==> src/rtl/ddws_pkg.sv <==
`timescale 1ns / 1ps
// shared types, widths and constants of the wheel setpoint block
package ddws_pkg;

    // field widths
    localparam int V_W       = 20;
    localparam int W_W       = 22;
    localparam int SPD_W     = 19;
    localparam int PPM_W     = 24;
    localparam int K_W       = 16;
    localparam int OSPD_W    = 22;
    localparam int RATE_W    = 32;
    localparam int DUTY_W    = 21;

    // internal widths
    localparam int WHL_W     = 25;
    localparam int MAG_W     = 24;
    localparam int MUL_A_W   = 26;
    localparam int MUL_B_W   = 24;
    localparam int PROD_W    = 51;
    localparam int DIV_W     = 46;
    localparam int Q_W       = 20;
    localparam int CNT_W     = 5;
    localparam int FF_W      = 41;

    // ports
    localparam int IN_TDATA_W  = 48;
    localparam int OUT_TDATA_W = 152;
    localparam int ADDR_W      = 5;
    localparam int DATA_W      = 32;

    // fixed thresholds in raw q16.16 counts
    localparam int VALID_MIN    = 66;
    localparam int LIN_STEP_MIN = 6554;
    localparam int ANG_STEP_MIN = 19661;
    localparam int STOP_MAX     = 655;

    // register indexes
    localparam logic [2:0] REG_AXLE_WIDTH  = 3'd0;
    localparam logic [2:0] REG_MAX_SPEED   = 3'd1;
    localparam logic [2:0] REG_MIN_SPEED   = 3'd2;
    localparam logic [2:0] REG_PPM         = 3'd3;
    localparam logic [2:0] REG_LIN_SLOPE   = 3'd4;
    localparam logic [2:0] REG_LIN_OFFSET  = 3'd5;
    localparam logic [2:0] REG_ANG_SLOPE   = 3'd6;
    localparam logic [2:0] REG_ANG_OFFSET  = 3'd7;

    // reset values
    localparam logic [SPD_W-1:0] AXLE_WIDTH_RST = 19'd16712;
    localparam logic [SPD_W-1:0] MAX_SPEED_RST  = 19'd52429;
    localparam logic [SPD_W-1:0] MIN_SPEED_RST  = 19'd0;
    localparam logic [PPM_W-1:0] PPM_RST        = 24'd244144;
    localparam logic [K_W-1:0]   LIN_SLOPE_RST  = 16'd28454;
    localparam logic [K_W-1:0]   LIN_OFFSET_RST = 16'd1840;
    localparam logic [K_W-1:0]   ANG_SLOPE_RST  = 16'd3480;
    localparam logic [K_W-1:0]   ANG_OFFSET_RST = 16'd3620;

    typedef struct packed {
        logic [SPD_W-1:0] axle_width;
        logic [SPD_W-1:0] max_wheel_speed;
        logic [SPD_W-1:0] min_wheel_speed;
        logic [PPM_W-1:0] pulses_per_meter;
        logic [K_W-1:0]   lin_ff_slope;
        logic [K_W-1:0]   lin_ff_offset;
        logic [K_W-1:0]   ang_ff_slope;
        logic [K_W-1:0]   ang_ff_offset;
    } cfg_t;

    typedef enum logic [2:0] {
        MUL_AXLE_W,
        MUL_LEFT_VMAX,
        MUL_RIGHT_VMAX,
        MUL_LEFT_PPM,
        MUL_RIGHT_PPM,
        MUL_LS_V,
        MUL_AS_W
    } mul_sel_t;

    typedef enum logic [4:0] {
        S_IDLE,
        S_MUL_H,
        S_HALF,
        S_WHEEL,
        S_MAG,
        S_CHK,
        S_MUL_LS,
        S_DLOAD_L,
        S_DIV_L,
        S_WR_L,
        S_MUL_RS,
        S_DLOAD_R,
        S_DIV_R,
        S_WR_R,
        S_MIN,
        S_MUL_LP,
        S_MUL_RP,
        S_MUL_LF,
        S_MUL_AF,
        S_ANG,
        S_SUM,
        S_OUT
    } state_t;

    typedef struct packed {
        logic     load_in;
        logic     mul_en;
        mul_sel_t mul_sel;
        logic     h_en;
        logic     wheel_en;
        logic     mag_en;
        logic     div_load;
        logic     div_step;
        logic     div_wr_l;
        logic     div_wr_r;
        logic     min_en;
        logic     lpr_en;
        logic     rpr_en;
        logic     lin_en;
        logic     ang_en;
        logic     sum_en;
        logic     out_load;
    } cmd_t;

    typedef struct packed {
        logic scale;
        logic div_last;
    } sts_t;

endpackage

==> src/rtl/ddws_regs.sv <==
`timescale 1ns / 1ps
// configuration register file behind the apb port
module ddws_regs (
    input  logic                         aclk,
    input  logic                         aresetn,
    input  logic                         psel,
    input  logic                         penable,
    input  logic                         pwrite,
    input  logic [ddws_pkg::ADDR_W-1:0]  paddr,
    input  logic [ddws_pkg::DATA_W-1:0]  pwdata,
    output logic [ddws_pkg::DATA_W-1:0]  prdata,
    output logic                         pready,
    output ddws_pkg::cfg_t               cfg
);

    ddws_pkg::cfg_t cfg_reg;
    ddws_pkg::cfg_t cfg_next;
    logic           wr_en;
    logic [2:0]     idx;

    assign pready = 1'b1;
    assign wr_en  = psel & penable & pwrite;
    assign idx    = paddr[4:2];

    always_comb begin
        cfg_next = cfg_reg;
        if (wr_en) begin
            case (idx)
                ddws_pkg::REG_AXLE_WIDTH: cfg_next.axle_width       = pwdata[18:0];
                ddws_pkg::REG_MAX_SPEED:  cfg_next.max_wheel_speed  = pwdata[18:0];
                ddws_pkg::REG_MIN_SPEED:  cfg_next.min_wheel_speed  = pwdata[18:0];
                ddws_pkg::REG_PPM:        cfg_next.pulses_per_meter = pwdata[23:0];
                ddws_pkg::REG_LIN_SLOPE:  cfg_next.lin_ff_slope     = pwdata[15:0];
                ddws_pkg::REG_LIN_OFFSET: cfg_next.lin_ff_offset    = pwdata[15:0];
                ddws_pkg::REG_ANG_SLOPE:  cfg_next.ang_ff_slope     = pwdata[15:0];
                ddws_pkg::REG_ANG_OFFSET: cfg_next.ang_ff_offset    = pwdata[15:0];
                default: cfg_next = cfg_reg;
            endcase
        end
    end

    always_ff @(posedge aclk) begin
        if (!aresetn) begin
            cfg_reg.axle_width       <= ddws_pkg::AXLE_WIDTH_RST;
            cfg_reg.max_wheel_speed  <= ddws_pkg::MAX_SPEED_RST;
            cfg_reg.min_wheel_speed  <= ddws_pkg::MIN_SPEED_RST;
            cfg_reg.pulses_per_meter <= ddws_pkg::PPM_RST;
            cfg_reg.lin_ff_slope     <= ddws_pkg::LIN_SLOPE_RST;
            cfg_reg.lin_ff_offset    <= ddws_pkg::LIN_OFFSET_RST;
            cfg_reg.ang_ff_slope     <= ddws_pkg::ANG_SLOPE_RST;
            cfg_reg.ang_ff_offset    <= ddws_pkg::ANG_OFFSET_RST;
        end else begin
            cfg_reg <= cfg_next;
        end
    end

    always_comb begin
        prdata = '0;
        case (idx)
            ddws_pkg::REG_AXLE_WIDTH: prdata = 32'(cfg_reg.axle_width);
            ddws_pkg::REG_MAX_SPEED:  prdata = 32'(cfg_reg.max_wheel_speed);
            ddws_pkg::REG_MIN_SPEED:  prdata = 32'(cfg_reg.min_wheel_speed);
            ddws_pkg::REG_PPM:        prdata = 32'(cfg_reg.pulses_per_meter);
            ddws_pkg::REG_LIN_SLOPE:  prdata = 32'(cfg_reg.lin_ff_slope);
            ddws_pkg::REG_LIN_OFFSET: prdata = 32'(cfg_reg.lin_ff_offset);
            ddws_pkg::REG_ANG_SLOPE:  prdata = 32'(cfg_reg.ang_ff_slope);
            ddws_pkg::REG_ANG_OFFSET: prdata = 32'(cfg_reg.ang_ff_offset);
            default: prdata = '0;
        endcase
    end

    assign cfg = cfg_reg;

endmodule

==> config.mk <==
export PLATFORM = sky130hd
export DESIGN_NAME = ddws_regs
export DESIGN_NICKNAME = d
export VERILOG_FILES = /design/src/rtl/ddws_pkg.sv /design/src/rtl/ddws_regs.sv
export SDC_FILE = /design/constraint.sdc
export NUM_CORES = 1
export LEC_CHECK = 0
export BUFFER_PORTS_ARGS = -buffer_cell sky130_fd_sc_hd__buf_2
export CAP_MARGIN = 20
export CORE_ASPECT_RATIO = 1.25
export CORE_MARGIN = 2
export CORE_UTILIZATION = 53
export CTS_BUF_LIST = sky130_fd_sc_hd__clkbuf_2 sky130_fd_sc_hd__clkbuf_4 sky130_fd_sc_hd__clkbuf_8
export CTS_CLUSTER_DIAMETER = 100
export DETAILED_ROUTE_END_ITERATION = 8
export GPL_ROUTABILITY_DRIVEN = 1
export HOLD_SLACK_MARGIN = 0.08
export PLACE_DENSITY = 0.94
export SYNTH_ARGS = -nofsm -noshare
export SYNTH_HDL_FRONTEND = slang
export SYNTH_SLANG_ARGS = --single-unit
==> constraint.sdc <==
create_clock -name aclk -period 1.95 [get_ports aclk]
set_clock_uncertainty 0.1 [all_clocks]
set_input_delay 0.195 -clock aclk [delete_from_list [all_inputs] [get_ports aclk]]
set_output_delay 0.195 -clock aclk [all_outputs]
set_load 0.05 [all_outputs]
==> results of run 1 <==
==> per-layer routing <==
layer / track usage [%] / wire, µm
met5: 0 / 0
met4: 22.8 / 1540
met3: 9.74 / 2560
met2: 56.1 / 11600
met1: 40.4 / 9010
==> report_power, final <==
| part | internal [mW] | switching, mW | total [mW] |
|---|---|---|---|
| clock network | 0.963 | 1.26 | 2.22 |
| logic | 0.352 | 0.632 | 0.984 |
| registers | 2.99 | 0.0254 | 3.01 |
| total | 4.30 | 1.92 | 6.22 |
==> worst reg2reg max path, delay by kind of cell, from the launching register on <==
family          cells  cell delay (ps)
simple gates        1               40
buf+inv             2              210
flops               1              370
compound gates      1              160
==> how the worst max path moves through the flow <==
stage | startpoint | to | slack, ps
after floorplan | cfg[22] | prdata[6] | 60
after global placement | paddr[3] | prdata[11] | -4
after detailed placement | paddr[3] | prdata[11] | -70
after CTS | cfg[43] | prdata[11] | -200
after global routing | cfg[43] | prdata[11] | -240
final | cfg[43] | prdata[11] | -190
==> what timing repair did <==
| action | CTS | global route |
|---|---|---|
| setup endpoints to repair | 16 | 17 |
| hold buffers | 25 | 0 |
| gates resized for setup | 80 | 14 |
| pin swaps | 17 | 14 |
| endpoints found under the hold margin | 145 | 0 |
| setup buffers | 23 | 1 |
==> Yosys cell counts <==
master    count  share of area [%]
nand4b_4      1               0.35
nand4_4       1               0.31
dfxtp_1     145                 43
nand2b_1      4               0.37
nand2_1     292                 16
buf_4        25                2.8
buf_6         7                1.2
nor3_4        2               0.48
o32a_1        1               0.15
nor2_2        2               0.18
buf_1         2               0.11
nand3_1      46                3.4
a22oi_1       4               0.44
a21o_1        1               0.11
conb_1        2               0.11
buf_2        28                2.1
inv_1        17               0.94
clkbuf_2      2               0.15
nor2_1       36                2.0
mux4_2        4                1.3
nand2b_4      1               0.20
or3_1         2               0.18
or2_1         1              0.093
a21boi_0     80                8.9
or2_2         5               0.46
o211ai_1      2               0.22
a22o_1       17                2.2
mux2i_1      13                1.9
clkbuf_1     23                1.3
a221oi_1     26                3.4
a21oi_1       8               0.59
and2_1        6               0.56
mux2_2       12                2.0
nor2b_1       6               0.56
a21boi_1     17                1.9
==> cells in the final DEF, fill, tap and decap left out, drive strengths merged <==
master / instances
buf: 267
mux2: 12
conb: 9
mux2i: 13
and2: 6
a22o: 17
nor2b: 6
clkinv: 2
a21oi: 8
nand2: 292
a22oi: 4
nor2: 38
nand4: 1
clkinvlp: 4
nor3: 2
o211ai: 2
or3: 2
nand3: 46
nand4b: 1
or2: 6
a221oi: 26
mux4: 4
a21o: 1
nand2b: 5
dlygate4sd3: 25
a21boi: 97
clkbuf: 20
dfxtp: 145
o32a: 1
inv: 23
==> cells by family after synthesis <==
logic type	count (synthesis)
buf+inv	104
mux	29
other cells	2
compound gates	156
simple gates	405
flops	145
==> layout make-up <==
class                           instances  area (µm²)  share of cell area (%)
Inverter                               17        63.8                   0.700
Timing Repair Buffer                  292        2030                    22.3
Multi-Input combinational cell        599        3510                    38.5
Clock inverter                         12        96.3                    1.06
Sequential cell                       145        2940                    32.2
Clock buffer                           20         263                    2.88
Tap cell                              168         210                    2.31
==> out/qor.yml, run 1 <==
die_w_um: 105
synthMuxAreaShare_pct: 5.25
vdd_ir_drop_max_mv: 0.391
htree_levels: 4
io_pins: 220
path_cells: "mux2_4, a22o_1, a221oi_2, buf_4, nor2_2, buf_6"
path_depth: 6
tightest_slew_ps: 616
largest_register_ffs: 145
drc: 0
timing.rr.end: "cfg[46]"
root_buffer: "clkbuf_8"
synth_top_family_by_area: "simple AND/OR/NAND/NOR gates"
grt_max_degree: 51
setup-violations-final: 13
coreArea_um2: 12500
reg2reg_slack_ps: 1000
yosysUniqueCellTypes: 35
cp_data_arrival_time_ps: 1850
path_delay_family: "compound AO/OA/AOI/OAI gates"
drv_slew: 0
grt_overflow: 0
routedWlPerCell_um: 19.7
yosysSeqAreaShare_pct: 42.9
clockBufferDepth: 2
cp_slowest_cell: "dfxtp_2"
crit_path_max_fanout: 2
tritoncts: "done"
max_clock_freq_mhz: 467
hpwl_um: 16100
post-route-min-period_ps: 2140
via_per_inst: 5.88
diodes: 0
postLayoutCellArea_um2: 9110
failed_checks: "negative setup slack"
antenna_found_initial: 0
slew_headroom_pct: 58.9
final_cells: 1253
setup_ws_ps: -193
insertion_delay_ps: 460
min_period_over_period_pct: 110
dp_cells: 1173
min_path_type: "in2reg"
grt_pass1_wl_um: 37000
firstDrtPassIters: 5
rr_worst_depth: 4
yosys_warnings: 0
synth-xor-area-share_pct: 0
required_ps: 1650
min_path_cells: 6
final_util_pct: 72.6
path_clk_slew_ps: 90
reg2reg_from: "cfg[46]"
track_usage_pct: 34.6
layout-drive-gt1-share_pct: 35.9
p_leak_nw: 4.03
placement_rows: 46
cp-start-kind: "register"
cts_buffers: 17
hold_start: "penable"
die-area_um2: 13700
max_stage_delay_ps: 340
max_cap_violations: 0
status: "complete, but fails checks"
hold_slack_ps: 281
antenna_left: 0
synthesis.area_um2: 6760
dp_slack_ps: -71.1
finalWirelength_um: 24700
synthCells: 841
end_kind: "output port"
fillers: 847
rsz0062_at_grt: "yes"
nNetsFinal: 1114
power_density_nw_per_um2: 682
cp_num_buf_inv: 2
start_util_pct: 53.9
synth_fa_ha_area_share_pct: 0
via_count: 7373
synth-simple-area-share_pct: 25.4
finalHoldViolations: 0
power_mw: 6.22
grt_pass1_vias: 6968
cts_sinks: 145
crit_type: "reg2out"
gp_congestion: 0.945
port_buffers: 200
holdPathEnd: "cfg[130]"
synth-compound-area-share_pct: 17.9
postPlaceCellArea_um2: 8050
die_h_um: 130
synth.avg_cell_area_um2: 8.04
ys_ff_latch: 145
tns_ps: -1610
area_growth_pct: 34.8
drtIter0Drc: 730
(Power assumes the default switching activity.)
==> run 2, diff against run 1 <==
--- a/config.mk
+++ b/config.mk
@@ -7,9 +7,11 @@
 export LEC_CHECK = 0
 export BUFFER_PORTS_ARGS = -buffer_cell sky130_fd_sc_hd__buf_2
 export CAP_MARGIN = 20
+export CELL_PAD_IN_SITES_DETAIL_PLACEMENT = 1
+export CELL_PAD_IN_SITES_GLOBAL_PLACEMENT = 1
 export CORE_ASPECT_RATIO = 1.25
 export CORE_MARGIN = 2
-export CORE_UTILIZATION = 53
+export CORE_UTILIZATION = 38
 export CTS_BUF_LIST = sky130_fd_sc_hd__clkbuf_2 sky130_fd_sc_hd__clkbuf_4 sky130_fd_sc_hd__clkbuf_8
 export CTS_CLUSTER_DIAMETER = 100
 export DETAILED_ROUTE_END_ITERATION = 8
==> run 2 against run 1 <==
The run still ends with negative setup slack left. Highest routed layer unchanged. Critical endpoint unchanged. Total power grew 3.7%. Routed wire length rose by 32%. Critical path depth unchanged. Clock power up 8%. Via count is 5.0% higher. Largest power group unchanged. First-iteration DRC count up 6.0%. Sequential power about the same. Global-route usage is 1.6 points lower. Hold slack got worse by 49 ps. Cell count rose by 4.2%. Sequential share of layout area down 0.30 points. Setup slack worse by 30 ps.
==> out/qor.yml, run 2 (synthesized netlist as in run 1, its figures left out) <==
final_util_pct: 53.0
path_cells: "mux2_4, a22o_1, a221oi_2, buf_4, nor2_2, buf_6"
firstDrtPassIters: 5
crit_path_max_fanout: 2
root_buffer: "clkbuf_8"
crit_type: "reg2out"
dp_slack_ps: -329
postPlaceCellArea_um2: 8110
max_clock_freq_mhz: 460
cp-start-kind: "register"
post-route-min-period_ps: 2170
largest_register_ffs: 145
rsz0062_at_grt: "yes"
diodes: 0
drc: 0
grt_pass1_wl_um: 47300
io_pins: 220
start_util_pct: 38.8
postLayoutCellArea_um2: 9240
die_h_um: 153
placement_rows: 54
p_leak_nw: 4.03
end_kind: "output port"
min_period_over_period_pct: 111
die-area_um2: 18900
vdd_ir_drop_max_mv: 0.368
cp_num_buf_inv: 2
hpwl_um: 20100
path_clk_slew_ps: 90
antenna_left: 0
slew_headroom_pct: 39.7
grt_max_degree: 54
path_delay_family: "compound AO/OA/AOI/OAI gates"
port_buffers: 200
gp_congestion: 0.903
nNetsFinal: 1110
grt_overflow: 0
routedWlPerCell_um: 25.0
antenna_found_initial: 1
min_path_type: "in2reg"
setup-violations-final: 13
cp_data_arrival_time_ps: 1880
layout-drive-gt1-share_pct: 37.8
final_common_cell: "nand2_1"
clockBufferDepth: 2
drv_slew: 0
insertion_delay_ps: 460
setup_ws_ps: -224
drtIter0Drc: 774
cts_buffers: 17
max_stage_delay_ps: 350
area_growth_pct: 36.7
cp_slowest_cell: "dfxtp_2"
finalHoldViolations: 0
via_count: 7741
cts_sinks: 145
via_per_inst: 5.93
power_density_nw_per_um2: 698
tns_ps: -1910
required_ps: 1650
failed_checks: "negative setup slack"
tritoncts: "done"
grt_pass1_vias: 7879
final_cell_mix: "292 x nand2_1, 181 x buf_2, 111 x dfxtp_1, 80 x a21boi_0, 53 x buf_4"
coreArea_um2: 17400
finalWirelength_um: 32600
status: "complete, but fails checks"
track_usage_pct: 33.1
die_w_um: 123
htree_levels: 4
tightest_slew_ps: 903
max_cap_violations: 0
## run 2: power breakdown
group | internal [mW] | switching [mW] | leakage, nW
sequential | 2.98 | 0.0292 | 1.18
clock | 1.06 | 1.34 | 0.182
combinational | 0.357 | 0.687 | 2.67
## run 2: stage by stage
stage	total power [mW]	hold slack, ps	cells
after floorplan	3.69	219	848
after global placement	3.93	348	1236
after detailed placement	3.95	359	1236
after CTS	6.30	181	1297
after global routing	6.59	255	1305
final	6.45	232	1305
## run 2: worst paths after layout
| kind | start | to | slack [ps] | depth (start not counted) |
|---|---|---|---|---|
| min | penable | cfg[131] | 230 | 5 |
| min reg2reg | cfg[87] | cfg[87] | 380 | 2 |
| max reg2reg | cfg[3] | cfg[3] | 880 | 3 |
| max | cfg[11] | prdata[11] | -220 | 6 |
## run 2: area by class of cell
type	instances	area, µm²
tap	224	280
fill	2127	8190
clock inverter	14	131
inverter	17	63.8
timing repair buffer	288	1960
sequential	145	2950
multi-input combinational	599	3610
clock buffer	18	248
## run 2: worst reg2reg max path: cells and delay by family, from the launching register on
| kind | cells | cell delay, ps |
|---|---|---|
| DFF | 1 | 350 |
| AOI/OAI and AO/OA | 1 | 330 |
| buffers and inverters | 1 | 110 |
| and+or+nand+nor | 1 | 70 |
## run 2: per-layer routing
metal	GRT usage [%]	part of all wire, %	up-vias
met5	0	0	-
met4	19.8	6.9	0
met3	7.39	8.6	190
met2	53.6	47	578
met1	39.3	37	3752
li1	-	-	3221
## run 2: timing repair
item | CTS | global route
endpoints found under the setup margin | 16 | 19
endpoints found under the hold margin | 145 | 0
pin swaps | 7 | 13
hold buffers | 25 | 0
gates cloned | 0 | 0
resized for setup | 75 | 51
buffers inserted | 10 | 8
