$ cat src/rtl/ddws_pkg.sv
`timescale 1ns / 1ps
// shared types, widths and constants of the wheel setpoint block
package ddws_pkg;

    // field widths
    localparam int V_W       = 20;
    localparam int W_W       = 22;
    localparam int SPD_W     = 19;
    localparam int PPM_W     = 24;
    localparam int K_W       = 16;
    localparam int OSPD_W    = 22;
    localparam int RATE_W    = 32;
    localparam int DUTY_W    = 21;

    // internal widths
    localparam int WHL_W     = 25;
    localparam int MAG_W     = 24;
    localparam int MUL_A_W   = 26;
    localparam int MUL_B_W   = 24;
    localparam int PROD_W    = 51;
    localparam int DIV_W     = 46;
    localparam int Q_W       = 20;
    localparam int CNT_W     = 5;
    localparam int FF_W      = 41;

    // ports
    localparam int IN_TDATA_W  = 48;
    localparam int OUT_TDATA_W = 152;
    localparam int ADDR_W      = 5;
    localparam int DATA_W      = 32;

    // fixed thresholds in raw q16.16 counts
    localparam int VALID_MIN    = 66;
    localparam int LIN_STEP_MIN = 6554;
    localparam int ANG_STEP_MIN = 19661;
    localparam int STOP_MAX     = 655;

    // register indexes
    localparam logic [2:0] REG_AXLE_WIDTH  = 3'd0;
    localparam logic [2:0] REG_MAX_SPEED   = 3'd1;
    localparam logic [2:0] REG_MIN_SPEED   = 3'd2;
    localparam logic [2:0] REG_PPM         = 3'd3;
    localparam logic [2:0] REG_LIN_SLOPE   = 3'd4;
    localparam logic [2:0] REG_LIN_OFFSET  = 3'd5;
    localparam logic [2:0] REG_ANG_SLOPE   = 3'd6;
    localparam logic [2:0] REG_ANG_OFFSET  = 3'd7;

    // reset values
    localparam logic [SPD_W-1:0] AXLE_WIDTH_RST = 19'd16712;
    localparam logic [SPD_W-1:0] MAX_SPEED_RST  = 19'd52429;
    localparam logic [SPD_W-1:0] MIN_SPEED_RST  = 19'd0;
    localparam logic [PPM_W-1:0] PPM_RST        = 24'd244144;
    localparam logic [K_W-1:0]   LIN_SLOPE_RST  = 16'd28454;
    localparam logic [K_W-1:0]   LIN_OFFSET_RST = 16'd1840;
    localparam logic [K_W-1:0]   ANG_SLOPE_RST  = 16'd3480;
    localparam logic [K_W-1:0]   ANG_OFFSET_RST = 16'd3620;

    typedef struct packed {
        logic [SPD_W-1:0] axle_width;
        logic [SPD_W-1:0] max_wheel_speed;
        logic [SPD_W-1:0] min_wheel_speed;
        logic [PPM_W-1:0] pulses_per_meter;
        logic [K_W-1:0]   lin_ff_slope;
        logic [K_W-1:0]   lin_ff_offset;
        logic [K_W-1:0]   ang_ff_slope;
        logic [K_W-1:0]   ang_ff_offset;
    } cfg_t;

    typedef enum logic [2:0] {
        MUL_AXLE_W,
        MUL_LEFT_VMAX,
        MUL_RIGHT_VMAX,
        MUL_LEFT_PPM,
        MUL_RIGHT_PPM,
        MUL_LS_V,
        MUL_AS_W
    } mul_sel_t;

    typedef enum logic [4:0] {
        S_IDLE,
        S_MUL_H,
        S_HALF,
        S_WHEEL,
        S_MAG,
        S_CHK,
        S_MUL_LS,
        S_DLOAD_L,
        S_DIV_L,
        S_WR_L,
        S_MUL_RS,
        S_DLOAD_R,
        S_DIV_R,
        S_WR_R,
        S_MIN,
        S_MUL_LP,
        S_MUL_RP,
        S_MUL_LF,
        S_MUL_AF,
        S_ANG,
        S_SUM,
        S_OUT
    } state_t;

    typedef struct packed {
        logic     load_in;
        logic     mul_en;
        mul_sel_t mul_sel;
        logic     h_en;
        logic     wheel_en;
        logic     mag_en;
        logic     div_load;
        logic     div_step;
        logic     div_wr_l;
        logic     div_wr_r;
        logic     min_en;
        logic     lpr_en;
        logic     rpr_en;
        logic     lin_en;
        logic     ang_en;
        logic     sum_en;
        logic     out_load;
    } cmd_t;

    typedef struct packed {
        logic scale;
        logic div_last;
    } sts_t;

endpackage

$ cat src/rtl/ddws_ctrl.sv
`timescale 1ns / 1ps
// sequencer that steps the shared multiplier and divider through one item
module ddws_ctrl (
    input  logic           aclk,
    input  logic           aresetn,
    input  logic           s_tvalid,
    output logic           s_tready,
    output logic           m_tvalid,
    input  logic           m_tready,
    input  ddws_pkg::sts_t sts,
    output ddws_pkg::cmd_t cmd
);

    ddws_pkg::state_t state_reg;
    ddws_pkg::state_t state_next;
    logic             m_tvalid_reg;
    logic             m_tvalid_next;
    logic             out_free;

    assign out_free = !m_tvalid_reg || m_tready;

    always_comb begin
        state_next = state_reg;
        case (state_reg)
            ddws_pkg::S_IDLE:    if (s_tvalid) state_next = ddws_pkg::S_MUL_H;
            ddws_pkg::S_MUL_H:   state_next = ddws_pkg::S_HALF;
            ddws_pkg::S_HALF:    state_next = ddws_pkg::S_WHEEL;
            ddws_pkg::S_WHEEL:   state_next = ddws_pkg::S_MAG;
            ddws_pkg::S_MAG:     state_next = ddws_pkg::S_CHK;
            ddws_pkg::S_CHK:     state_next = sts.scale ? ddws_pkg::S_MUL_LS : ddws_pkg::S_MIN;
            ddws_pkg::S_MUL_LS:  state_next = ddws_pkg::S_DLOAD_L;
            ddws_pkg::S_DLOAD_L: state_next = ddws_pkg::S_DIV_L;
            ddws_pkg::S_DIV_L:   if (sts.div_last) state_next = ddws_pkg::S_WR_L;
            ddws_pkg::S_WR_L:    state_next = ddws_pkg::S_MUL_RS;
            ddws_pkg::S_MUL_RS:  state_next = ddws_pkg::S_DLOAD_R;
            ddws_pkg::S_DLOAD_R: state_next = ddws_pkg::S_DIV_R;
            ddws_pkg::S_DIV_R:   if (sts.div_last) state_next = ddws_pkg::S_WR_R;
            ddws_pkg::S_WR_R:    state_next = ddws_pkg::S_MIN;
            ddws_pkg::S_MIN:     state_next = ddws_pkg::S_MUL_LP;
            ddws_pkg::S_MUL_LP:  state_next = ddws_pkg::S_MUL_RP;
            ddws_pkg::S_MUL_RP:  state_next = ddws_pkg::S_MUL_LF;
            ddws_pkg::S_MUL_LF:  state_next = ddws_pkg::S_MUL_AF;
            ddws_pkg::S_MUL_AF:  state_next = ddws_pkg::S_ANG;
            ddws_pkg::S_ANG:     state_next = ddws_pkg::S_SUM;
            ddws_pkg::S_SUM:     state_next = ddws_pkg::S_OUT;
            ddws_pkg::S_OUT:     if (out_free) state_next = ddws_pkg::S_IDLE;
            default:             state_next = ddws_pkg::S_IDLE;
        endcase
    end

    always_comb begin
        cmd      = '0;
        s_tready = 1'b0;
        case (state_reg)
            ddws_pkg::S_IDLE: begin
                s_tready    = 1'b1;
                cmd.load_in = s_tvalid;
            end
            ddws_pkg::S_MUL_H: begin
                cmd.mul_en  = 1'b1;
                cmd.mul_sel = ddws_pkg::MUL_AXLE_W;
            end
            ddws_pkg::S_HALF:    cmd.h_en = 1'b1;
            ddws_pkg::S_WHEEL:   cmd.wheel_en = 1'b1;
            ddws_pkg::S_MAG:     cmd.mag_en = 1'b1;
            ddws_pkg::S_MUL_LS: begin
                cmd.mul_en  = 1'b1;
                cmd.mul_sel = ddws_pkg::MUL_LEFT_VMAX;
            end
            ddws_pkg::S_DLOAD_L: cmd.div_load = 1'b1;
            ddws_pkg::S_DIV_L:   cmd.div_step = 1'b1;
            ddws_pkg::S_WR_L:    cmd.div_wr_l = 1'b1;
            ddws_pkg::S_MUL_RS: begin
                cmd.mul_en  = 1'b1;
                cmd.mul_sel = ddws_pkg::MUL_RIGHT_VMAX;
            end
            ddws_pkg::S_DLOAD_R: cmd.div_load = 1'b1;
            ddws_pkg::S_DIV_R:   cmd.div_step = 1'b1;
            ddws_pkg::S_WR_R:    cmd.div_wr_r = 1'b1;
            ddws_pkg::S_MIN:     cmd.min_en = 1'b1;
            ddws_pkg::S_MUL_LP: begin
                cmd.mul_en  = 1'b1;
                cmd.mul_sel = ddws_pkg::MUL_LEFT_PPM;
            end
            // the multiply states from here on also retire the previous product
            ddws_pkg::S_MUL_RP: begin
                cmd.mul_en  = 1'b1;
                cmd.mul_sel = ddws_pkg::MUL_RIGHT_PPM;
                cmd.lpr_en  = 1'b1;
            end
            ddws_pkg::S_MUL_LF: begin
                cmd.mul_en  = 1'b1;
                cmd.mul_sel = ddws_pkg::MUL_LS_V;
                cmd.rpr_en  = 1'b1;
            end
            ddws_pkg::S_MUL_AF: begin
                cmd.mul_en  = 1'b1;
                cmd.mul_sel = ddws_pkg::MUL_AS_W;
                cmd.lin_en  = 1'b1;
            end
            ddws_pkg::S_ANG:     cmd.ang_en = 1'b1;
            ddws_pkg::S_SUM:     cmd.sum_en = 1'b1;
            ddws_pkg::S_OUT:     cmd.out_load = out_free;
            default:             cmd = '0;
        endcase
    end

    always_comb begin
        m_tvalid_next = m_tvalid_reg;
        if (cmd.out_load) begin
            m_tvalid_next = 1'b1;
        end else if (m_tready) begin
            m_tvalid_next = 1'b0;
        end
    end

    always_ff @(posedge aclk) begin
        if (!aresetn) begin
            state_reg    <= ddws_pkg::S_IDLE;
            m_tvalid_reg <= 1'b0;
        end else begin
            state_reg    <= state_next;
            m_tvalid_reg <= m_tvalid_next;
        end
    end

    assign m_tvalid = m_tvalid_reg;

endmodule

$ cat config.mk
export PLATFORM = sky130hd
export DESIGN_NAME = ddws_ctrl
export DESIGN_NICKNAME = d
export VERILOG_FILES = /design/src/rtl/ddws_pkg.sv /design/src/rtl/ddws_ctrl.sv
export SDC_FILE = /design/constraint.sdc
export NUM_CORES = 1
export LEC_CHECK = 0
export ABC_AREA = 1
export ABC_CLOCK_PERIOD_IN_PS = 1350
export BUFFER_PORTS_ARGS = -buffer_cell sky130_fd_sc_hd__buf_2
export CORE_MARGIN = 4
export CORE_UTILIZATION = 45
export CTS_CLUSTER_DIAMETER = 150
export DETAILED_ROUTE_END_ITERATION = 10
export PLACE_DENSITY = 0.8
export SETUP_SLACK_MARGIN = 0.2
export SLEW_MARGIN = 10
export SYNTH_ARGS = -nofsm -noshare
export SYNTH_HDL_FRONTEND = slang
export SYNTH_SLANG_ARGS = --single-unit
$ cat constraint.sdc
create_clock -name aclk -period 1.35 [get_ports aclk]
set_input_delay 0.0675 -clock aclk [delete_from_list [all_inputs] [get_ports aclk]]
set_output_delay 0.0675 -clock aclk [all_outputs]
set_load 0.01 [all_outputs]
==> results of run 1 <==
==> synth_stat cells (all sizes together), types with 2 or more instances <==
| cell | count | area share (%) |
|---|---|---|
| nor2 | 31 | 22 |
| nand3 | 11 | 8.9 |
| nand2 | 22 | 13 |
| o21ai | 3 | 3.6 |
| dfxtp | 6 | 19 |
| a21oi | 5 | 4.0 |
| nand4 | 2 | 2.0 |
| buf | 2 | 2.0 |
| inv | 27 | 16 |
| nor3 | 2 | 1.6 |
==> per-stage QoR <==
step / worst slack [ns] / std cells / cell area, sq um
detailed placement: 0.0669 / 162 / 808
CTS: -0.0104 / 180 / 1050
floorplan: 0.213 / 117 / 627
global placement: 0.0920 / 162 / 808
==> cells by family after synthesis <==
kind of cell,after synthesis
flip-flops,6
AND/OR/NAND/NOR,69
AO/OA/AOI/OAI,13
buffers and inverters,29
==> repair_timing <==
action,4_1_cts
resized for setup,38
setup endpoints to repair,25
pin swaps,13
gates cloned,1
buffers inserted,14
==> results.json, run 1 <==
{
  "yosysSeqAreaShare_pct": 19.4,
  "fp-row-count": 13,
  "synth_compound_area_share_pct": 13.5,
  "avgSynthCellArea_sq_um": 5.29,
  "synthSimpleGateAreaFrac_pct": 48.7,
  "die-height_um": 45.1,
  "io_pins": 27,
  "clockBufferDepth": 2,
  "dieWidth_um": 45.1,
  "cts_sinks": 6,
  "ys_seq_elements": 6,
  "grt_max_degree": 7,
  "status": "stopped before the end",
  "postCtsHoldBufs": 0,
  "worst_path_end_type": "top-level output",
  "synthFlopType": "dfxtp_1",
  "ys_types": 21,
  "numCtsBuffers": 3,
  "synthAdderAreaFrac_pct": 0,
  "antenna_found_initial": 0,
  "io_buffers": 26,
  "crit_endpoint": "cmd[15]",
  "synth.area.mux_share_pct": 0,
  "error": "[ERROR DPL-0033] detailed placement checks failed during check placement.",
  "hpwlAfterDp_um": 1700,
  "synth_top_family_by_area": "simple AND/OR/NAND/NOR gates",
  "synthesis.nets": 123,
  "lastStage": "5_1_grt",
  "synthArstFlopShare_pct": 0,
  "yosys_warnings": 0,
  "h-tree-depth": 1,
  "syn_inst": 117,
  "cts_root_buf": "clkbuf_4",
  "syn_area_sq_um": 619,
  "start_util_pct": 47.6,
  "gp_congestion": 0.903,
  "synth_edf_count": 0,
  "synth_xor_area_share_pct": 0
}
==> run 2: changes to the inputs <==
- CORE_AREA: default -> 4 4 65 67
- CORE_MARGIN: 4 -> default
- CORE_UTILIZATION: 45 -> default
- CTS_CLUSTER_DIAMETER: 150 -> default
- DIE_AREA: default -> 0 0 69 71
- PLACE_DENSITY: 0.8 -> default
- PLACE_DENSITY_LB_ADDON: default -> 0.15
- SETUP_SLACK_MARGIN: 0.2 -> default
==> run 2 against run 1 <==
Net effect:
- the flow now finishes, with violations (setup timing)
- synthesized cell count unchanged
- area after synthesis unchanged
==> results.json, run 2 <==
{
  "status": "finished, violations left",
  "violations": "setup timing",
  "cpLargestDelayFamily": "flip-flops",
  "worst_pin_slew_ns": 0.197,
  "slew_violations": 0,
  "synthFlopType": "dfxtp_1",
  "hpwlAfterDp_um": 1830,
  "die-height_um": 71,
  "finalPower_mw": 1.64,
  "rrSetupSlack_ns": 0.06,
  "io_pins": 27,
  "h-tree-depth": 1,
  "vias_per_cell": 4.17,
  "postCtsHoldBufs": 0,
  "ant_nets": 0,
  "final_nets": 171,
  "yosysMostFrequentCell": "nor2_1",
  "hp-start": "aresetn",
  "drc": 0,
  "clockBufferDepth": 2,
  "finalSetupViolations": 2,
  "path_cells": "nor2_4 -> inv_4 -> nor2_4 -> inv_2 -> o221ai_1 -> buf_2",
  "detail_route.wl_per_cell_um": 10.7,
  "io_buffers": 26,
  "design_area_sq_mm": 0.00109,
  "reg2reg_to": "state_reg[2]$_SDFFE_PN0P_",
  "worst_setup_path_end_kind": "primary output",
  "fmax_mhz": 738,
  "start_util_pct": 17.0,
  "gp_congestion": 0.846,
  "startpoint_type": "flop",
  "diodes": 0,
  "avgSynthCellArea_sq_um": 5.29,
  "syn_inst": 117,
  "synthesis.nets": 123,
  "fin_crit_ns": 1.35,
  "syn_area_sq_um": 619,
  "cts_tree": "done",
  "core_area_sq_mm": 0.00363,
  "grt_setup_unrepaired": "true",
  "cp.required_ns": 1.28,
  "worstSetupPathType": "flop to primary output",
  "hold_class": "input port to flop",
  "yosysSeqAreaShare_pct": 19.4,
  "grt_max_degree": 8,
  "grt.overflow.total": 0,
  "cp_max_fo": 6,
  "arrival_ns": 1.29,
  "cp_common_cell": "nor2_4",
  "grt_pass1_vias": 838,
  "synth_top_area_share_pct": 19.4,
  "setup_slack_ns": -0.00454,
  "grt_usage_pct": 9.39,
  "p_clk_share_pct": 16.3,
  "switchingPower_uw": 743,
  "synth_edf_count": 0,
  "synth_commonest_cells": "nor2_1, inv_1, nand2_1, nand3_1, dfxtp_1",
  "cp_slowest_cell": "dfxtp_4",
  "fp-row-count": 22,
  "ys_seq_elements": 6,
  "numCtsBuffers": 3,
  "rr_worst_depth": 8,
  "grt_first_pass_wirelength_um": 3840,
  "swShare_pct": 45.4,
  "layout_common_cells": "buf_2, nor2_1, inv_1",
  "layout-drive-gt1-share_pct": 51.5,
  "drt-pass1-iter-count": 4,
  "antenna_found_initial": 0,
  "cts_sinks": 6,
  "wirelength_um": 2270,
  "clock_skew_ns": 0.000392,
  "detail_route.iter0.violations": 65,
  "tns_ns": -0.00771,
  "synth_area_leader_cell": "dfxtp_1",
  "pwr_density_cell_mw_per_mm2": 1500,
  "final_common_cell": "buf_2",
  "final.period_utilization_pct": 100,
  "cts_root_buf": "clkbuf_8",
  "routed-via-count": 880,
  "intPower_uw": 894,
  "drv_cap": 0,
  "ys_types": 21,
  "synthArstFlopShare_pct": 0,
  "holdPathStages": 3,
  "dieArea_sq_mm": 0.00490,
  "p_seq_share_pct": 18.2,
  "place_area_sq_um": 880,
  "power.leakage_nw": 0.663,
  "hold_viol_final": 0,
  "rr_startpoint": "state_reg[3]$_SDFFE_PN0P_",
  "insertion_delay_ns": 0.22,
  "path_clk_slew_ns": 0.04,
  "dieWidth_um": 69,
  "max_stage_delay_ns": 0.36,
  "critPathBufInv": 3,
  "area_delta_synth_final_pct": 76.2,
  "hold-path-endpoint": "state_reg[2]$_SDFFE_PN0P_",
  "share_comb_of_total_power_pct": 65.5,
  "yosys_warnings": 0,
  "largest_register_ffs": 5,
  "slew_headroom_pct": 86.8,
  "synth_area_leaders": "dfxtp_1, nor2_1, inv_1",
  "peakVddDrop_mv": 0.378
}
## run 2: worst max-delay path by stage
stage                     slack [ns]      end                       from  cells past startpoint
after floorplan                 0.18  cmd[15]  state_reg[3]$_SDFFE_PN0P_                      5
after global placement         -0.06  cmd[15]  state_reg[3]$_SDFFE_PN0P_                      6
after detailed placement       -0.02  cmd[15]  state_reg[3]$_SDFFE_PN0P_                      6
after CTS                     -0.009  cmd[17]  state_reg[1]$_SDFFE_PN0P_                      7
after global routing            -0.1  cmd[17]  state_reg[0]$_SDFFE_PN0P_                      7
final                         -0.005  cmd[15]  state_reg[3]$_SDFFE_PN0P_                      6
## run 2: what timing repair did
item	CTS	global route
setup endpoints to repair	14	14
setup buffers	5	2
cloned	1	0
pin swaps	3	7
gates resized for setup	18	23
## run 2: metal layers
layer  GRT usage, %  wire [um]  vias up
li1               -          -      458
met1           12.1       1070      404
met2           16.2       1120       18
met3           3.13         83        0
met4              0          0        0
met5              0          0        -
## run 2: through the flow
stage	instances	utilization [%]	setup slack (ns)	hold slack, ns
CTS	209	27.8	-0.00894	0.0919
global placement	200	24.2	-0.0590	0.314
global route	211	30.0	-0.0970	0.117
finish	211	30.0	-0.00454	0.106
detailed placement	200	24.2	-0.0193	0.331
floorplan	117	-	0.180	0.193
## run 2: final cells by class
class	instances	area (sq um)
clock buffers	3	41.3
multi-input cells	83	480
well taps	48	60.1
inverters	27	104
fillers	434	2540
repair buffers	44	269
flip-flops and latches	6	136
## run 2: power groups by stage
| stage | registers [mW] | clock network (mW) | logic (mW) |
|---|---|---|---|
| after global placement | 0.253 | 0 | 0.829 |
| after detailed placement | 0.256 | 0 | 0.808 |
| final | 0.297 | 0.267 | 1.07 |
| after global routing | 0.305 | 0.293 | 1.19 |
| after CTS | 0.281 | 0.280 | 0.952 |
| after floorplan | 0.251 | 0 | 0.482 |
## run 2: tightest hold or removal path: stages
cell     delay [ns]
buf_2          0.10
nand2_1        0.07
nor2_1         0.05
## run 2: logic make-up after synthesis
kind of cell           after synthesis  share of synthesized area (%)
AOI/OAI and AO/OA                   13                           13.5
and+or+nand+nor                     69                           48.7
buffers and inverters               29                           18.4
DFF                                  6                           19.4
Power figures use the tool's default switching activity.
==> run 3: changes to the inputs <==
- ABC_CLOCK_PERIOD_IN_PS: 1350 -> 1400
- SLEW_MARGIN: 10 -> 20
- clock period: 1.35 -> 1.4 ns (I/O delays scaled with it)
==> run 3 against run 2 <==
Net effect:
- the flow now finishes without violations
- sequential power fell by 5%
- routed wire length is 3.2% lower
- critical endpoint is now cmd[17]
- utilization down 2.6 points
- critical path depth increased by 1
- cell count is 4.3% lower
- design area shrank 8.7%
- clock skew rose by 0.0035 ns
- highest routed layer unchanged
- global-route usage hardly changed
- die area unchanged
- largest power group unchanged
- power decreased by 17%
==> results.json, run 3 (synthesis results as in run 2) <==
{
  "hold_viol_final": 0,
  "die-height_um": 71,
  "final.period_utilization_pct": 96.9,
  "cp.required_ns": 1.33,
  "grt_max_degree": 9,
  "cts_tree": "done",
  "peakVddDrop_mv": 0.312,
  "routed-via-count": 840,
  "cpLargestDelayFamily": "simple AND/OR/NAND/NOR gates",
  "vias_per_cell": 4.16,
  "drt-pass1-iter-count": 4,
  "worst-path-stages": 7,
  "fin_crit_ns": 1.36,
  "worst_pin_slew_ns": 0.244,
  "finalSetupViolations": 0,
  "cts_sinks": 6,
  "pre_cts_ws_ns": 0.0195,
  "gp_congestion": 0.862,
  "startpoint_type": "flop",
  "drv_cap": 0,
  "setup_slack_ns": 0.0433,
  "worst_setup_path_end_kind": "primary output",
  "slew_violations": 0,
  "cp_max_fo": 4,
  "postCtsHoldBufs": 0,
  "drc": 0,
  "finalPower_mw": 1.36,
  "status": "finished, final reports clean",
  "wirelength_um": 2200,
  "io_buffers": 26,
  "clock_skew_ns": 0.00389,
  "reg2reg_to": "state_reg[2]$_SDFFE_PN0P_",
  "tns_ns": 0,
  "antenna_found_initial": 0,
  "final_common_cell": "buf_2",
  "holdPathStages": 3,
  "power.leakage_nw": 0.605,
  "design_area_sq_um": 996,
  "diodes": 0,
  "rr_worst_depth": 8,
  "slew_headroom_pct": 83.7,
  "io_pins": 27,
  "dieWidth_um": 69,
  "pwr_density_cell_mw_per_mm2": 1370,
  "area_delta_synth_final_pct": 60.8,
  "path_cells": "nand2_1 -> nor2_4 -> nand2_2 -> o21ai_2 -> a21oi_1 -> nand2_1 -> buf_2",
  "detail_route.iter0.violations": 30,
  "grt.overflow.total": 0,
  "grt_pass1_vias": 886,
  "place_area_sq_um": 835,
  "rr_startpoint": "state_reg[4]$_SDFFE_PN0P_",
  "fmax_mhz": 737,
  "dieArea_sq_mm": 0.00490,
  "hold_class": "input port to flop",
  "largest_register_ffs": 5,
  "arrival_ns": 1.29,
  "grt_usage_pct": 9.35,
  "h-tree-depth": 1,
  "layout_common_cells": "buf_2, nor2_1, inv_1",
  "path_clk_slew_ns": 0.04,
  "cp_slowest_cell": "dfxtp_2",
  "insertion_delay_ns": 0.22,
  "grt_setup_unrepaired": "true",
  "max_stage_delay_ns": 0.38,
  "multi_input_area_sq_um": 448,
  "clockBufferDepth": 2,
  "worstSetupPathType": "flop to primary output",
  "detail_route.wl_per_cell_um": 10.9,
  "crit_start": "state_reg[1]$_SDFFE_PN0P_",
  "cp_common_cell": "nand2_1",
  "hpwlAfterDp_um": 1780,
  "final_nets": 162,
  "core_area_sq_mm": 0.00363,
  "fp-row-count": 22,
  "rrSetupSlack_ns": 0.11,
  "fill_cells": 444,
  "grt_first_pass_wirelength_um": 3820,
  "critPathBufInv": 1,
  "cts_root_buf": "clkbuf_8",
  "ant_nets": 0,
  "numCtsBuffers": 3,
  "regArea_sq_um": 134,
  "crit_end": "cmd[17]",
  "start_util_pct": 17.0,
  "layout-drive-gt1-share_pct": 42.2
}
[run 3: cell types whose count changed in the layout (fill, tap and decap cells not counted), sizes merged]
cell and change:
buf -8, nor2 -1
[run 3: repair_timing]
action / in CTS / in global routing
pin swaps: 3 / 3
buffers inserted: 5 / 0
setup endpoints to repair: 7 / 15
resized for setup: 8 / 21
[run 3: how the worst min path moves through the flow]
stage / startpoint / endpoint / slack [ns]
floorplan: aresetn / state_reg[2]$_SDFFE_PN0P_ / 0.20
finish: aresetn / state_reg[2]$_SDFFE_PN0P_ / 0.09
CTS: aresetn / state_reg[2]$_SDFFE_PN0P_ / 0.09
global route: aresetn / state_reg[2]$_SDFFE_PN0P_ / 0.08
detailed placement: aresetn / state_reg[2]$_SDFFE_PN0P_ / 0.32
global placement: aresetn / state_reg[2]$_SDFFE_PN0P_ / 0.32
[run 3: area by class of cell]
cell class | instances | share of cell area (%)
clock buffer | 3 | 4.15
sequential | 6 | 13.4
multi-input combinational | 82 | 45.0
inverter | 27 | 10.4
tap | 48 | 6.03
timing repair buffer | 36 | 21.0
[run 3: per-stage QoR]
step | hold slack, ns | std cells | utilization (%)
final | 0.0856 | 202 | 27.4
after floorplan | 0.196 | 117 | -
after global placement | 0.316 | 194 | 23.0
after detailed placement | 0.324 | 194 | 23.0
after global routing | 0.0825 | 202 | 27.4
after CTS | 0.0869 | 202 | 25.7
[run 3: routing by layer]
metal | part of all wire [%] | vias up | GRT usage [%]
li1 | - | 439 | -
met1 | 45 | 387 | 11.6
met2 | 50 | 14 | 15.5
met3 | 4.7 | 0 | 3.98
met4 | 0 | 0 | 1.30
met5 | 0 | - | 0
[run 3: report_power, final]
group | switching [mW] | internal [mW]
combinational | 0.512 | 0.312
clock | 0.0719 | 0.185
sequential | 0.0610 | 0.222
[run 3: tightest hold or removal path: stages]
cell and delay [ns]:
buf_2 0.11, nand2_1 0.05, nor2_1 0.03
==> run 4: changes to the inputs <==
- MAX_ROUTING_LAYER: default -> met4
==> run 4 against run 3 <==
Net effect:
- die area unchanged
- clock power about the same
- combinational power about the same
- via count unchanged
- worst setup slack unchanged
- maximum frequency unchanged
- first-iteration DRC count unchanged
- utilization unchanged
- sequential cell count unchanged
- count of clock-buffer cells in the layout unchanged
- sequential share of layout area unchanged
- power about the same
==> results.json, run 4 (synthesis results as in run 2) <==
{
  "grt_first_pass_wirelength_um": 3820,
  "setup_slack_ns": 0.0433,
  "final_nets": 162,
  "grt_usage_pct": 9.63,
  "detail_route.iter0.violations": 30,
  "grt_setup_unrepaired": "true",
  "grt.overflow.total": 0,
  "dieWidth_um": 69,
  "fin_crit_ns": 1.36,
  "fp-row-count": 22,
  "intPower_uw": 719,
  "worst_setup_path_end_kind": "primary output",
  "power.leakage_nw": 0.605,
  "vias_per_cell": 4.16,
  "area_delta_synth_final_pct": 60.8,
  "worst_pin_slew_ns": 0.244,
  "wirelength_um": 2200,
  "pre_cts_ws_ns": 0.0195,
  "cts_root_buf": "clkbuf_8",
  "grt_max_degree": 9,
  "gp_congestion": 0.876,
  "hold_class": "input port to flop",
  "diodes": 0,
  "p_clk_share_pct": 18.8,
  "layout_common_cells": "buf_2, nor2_1, inv_1",
  "post-route-util_pct": 27.4,
  "tns_ns": 0,
  "fill_cells": 444,
  "layout-drive-gt1-share_pct": 42.2,
  "slew_headroom_pct": 83.7,
  "cts_tree": "done",
  "cts_sinks": 6,
  "hold_viol_final": 0,
  "core_area_sq_mm": 0.00363,
  "path_cells": "nand2_1 -> nor2_4 -> nand2_2 -> o21ai_2 -> a21oi_1 -> nand2_1 -> buf_2",
  "drv_cap": 0,
  "status": "finished, final reports clean",
  "max_stage_delay_ns": 0.38,
  "final_common_cell": "buf_2",
  "fmax_mhz": 737,
  "io_buffers": 26,
  "numCtsBuffers": 3,
  "peakVddDrop_mv": 0.312,
  "grt_pass1_vias": 886,
  "insertion_delay_ns": 0.22,
  "final.period_utilization_pct": 96.9,
  "path_clk_slew_ns": 0.04,
  "pwr_density_cell_mw_per_mm2": 1370,
  "clockBufferDepth": 2,
  "cp_max_fo": 4,
  "dieArea_sq_mm": 0.00490,
  "share_comb_of_total_power_pct": 60.5,
  "drc": 0,
  "p_seq_share_pct": 20.7,
  "arrival_ns": 1.29,
  "largest_register_ffs": 5,
  "startpoint_type": "flop",
  "start_util_pct": 17.0,
  "postCtsHoldBufs": 0,
  "antenna_found_initial": 0,
  "drt-pass1-iter-count": 4,
  "cp_slowest_cell": "dfxtp_2",
  "die-height_um": 71,
  "routed-via-count": 840,
  "h-tree-depth": 1,
  "detail_route.wl_per_cell_um": 10.9,
  "finalSetupViolations": 0,
  "switchingPower_uw": 645,
  "clock_skew_ns": 0.00389,
  "cpLargestDelayFamily": "simple AND/OR/NAND/NOR gates",
  "swShare_pct": 47.3,
  "io_pins": 27,
  "ant_nets": 0,
  "worstSetupPathType": "flop to primary output",
  "cp_common_cell": "nand2_1",
  "critPathBufInv": 1,
  "slew_violations": 0,
  "cp.required_ns": 1.33,
  "hpwlAfterDp_um": 1780
}
==> run 4: cell counts in the layout (fill, tap and decap cells not counted) <==
Identical to the previous run, type by type.
==> run 4: repair_timing <==
item | in CTS | in global routing
pin swaps | 3 | 3
gates resized for setup | 8 | 21
endpoints found under the setup margin | 7 | 15
setup buffers | 5 | 0
==> run 4: power groups by stage <==
| stage | sequential [mW] | combinational [mW] | clock, mW |
|---|---|---|---|
| floorplan | 0.242 | 0.465 | 0 |
| global placement | 0.253 | 0.684 | 0 |
| detailed placement | 0.253 | 0.665 | 0 |
| CTS | 0.258 | 0.756 | 0.269 |
| global route | 0.286 | 0.922 | 0.280 |
| finish | 0.283 | 0.824 | 0.257 |
==> run 4: path summary, 6_finish.rpt <==
kind / end / depth (start not counted) / startpoint / slack (ns)
worst max register to register: state_reg[2]$_SDFFE_PN0P_ / 8 / state_reg[4]$_SDFFE_PN0P_ / 0.11
worst max-delay path: cmd[17] / 7 / state_reg[1]$_SDFFE_PN0P_ / 0.04
worst min register to register: m_tvalid$_SDFFE_PN0P_ / 4 / m_tvalid$_SDFFE_PN0P_ / 0.57
worst min-delay path: state_reg[2]$_SDFFE_PN0P_ / 3 / aresetn / 0.09
==> run 4: final cells by class <==
cell class | instances | area [sq um] | area share (%)
timing repair buffer | 36 | 209 | 21.0
sequential | 6 | 134 | 13.4
clock buffer | 3 | 41.3 | 4.15
multi-input combinational | 82 | 448 | 45.0
tap | 48 | 60.1 | 6.03
inverter | 27 | 104 | 10.4
==> run 4: tightest hold or removal path: cells and delay by family <==
kind,cells,cell delay [ns]
and+or+nand+nor,2,0.08
buffers and inverters,1,0.11
==> run 4: metrics by stage <==
step	hold WS, ns	power, mW	area, sq um	std cells
6_report	0.0856	1.36	996	202
5_1_grt	0.0825	1.49	996	202
4_1_cts	0.0869	1.28	933	202
3_5_place_dp	0.324	0.918	835	194
3_3_place_gp	0.316	0.937	835	194
2_1_floorplan	0.196	0.707	619	117
==> run 4: metal layers <==
metal  global-route usage [%]  vias up  wire length, um
met4                     1.30        0                0
li1                         -      439                -
met5                        -        -                0
met3                     3.69        0               88
met1                     11.7      387             1010
met2                     15.5       14             1100
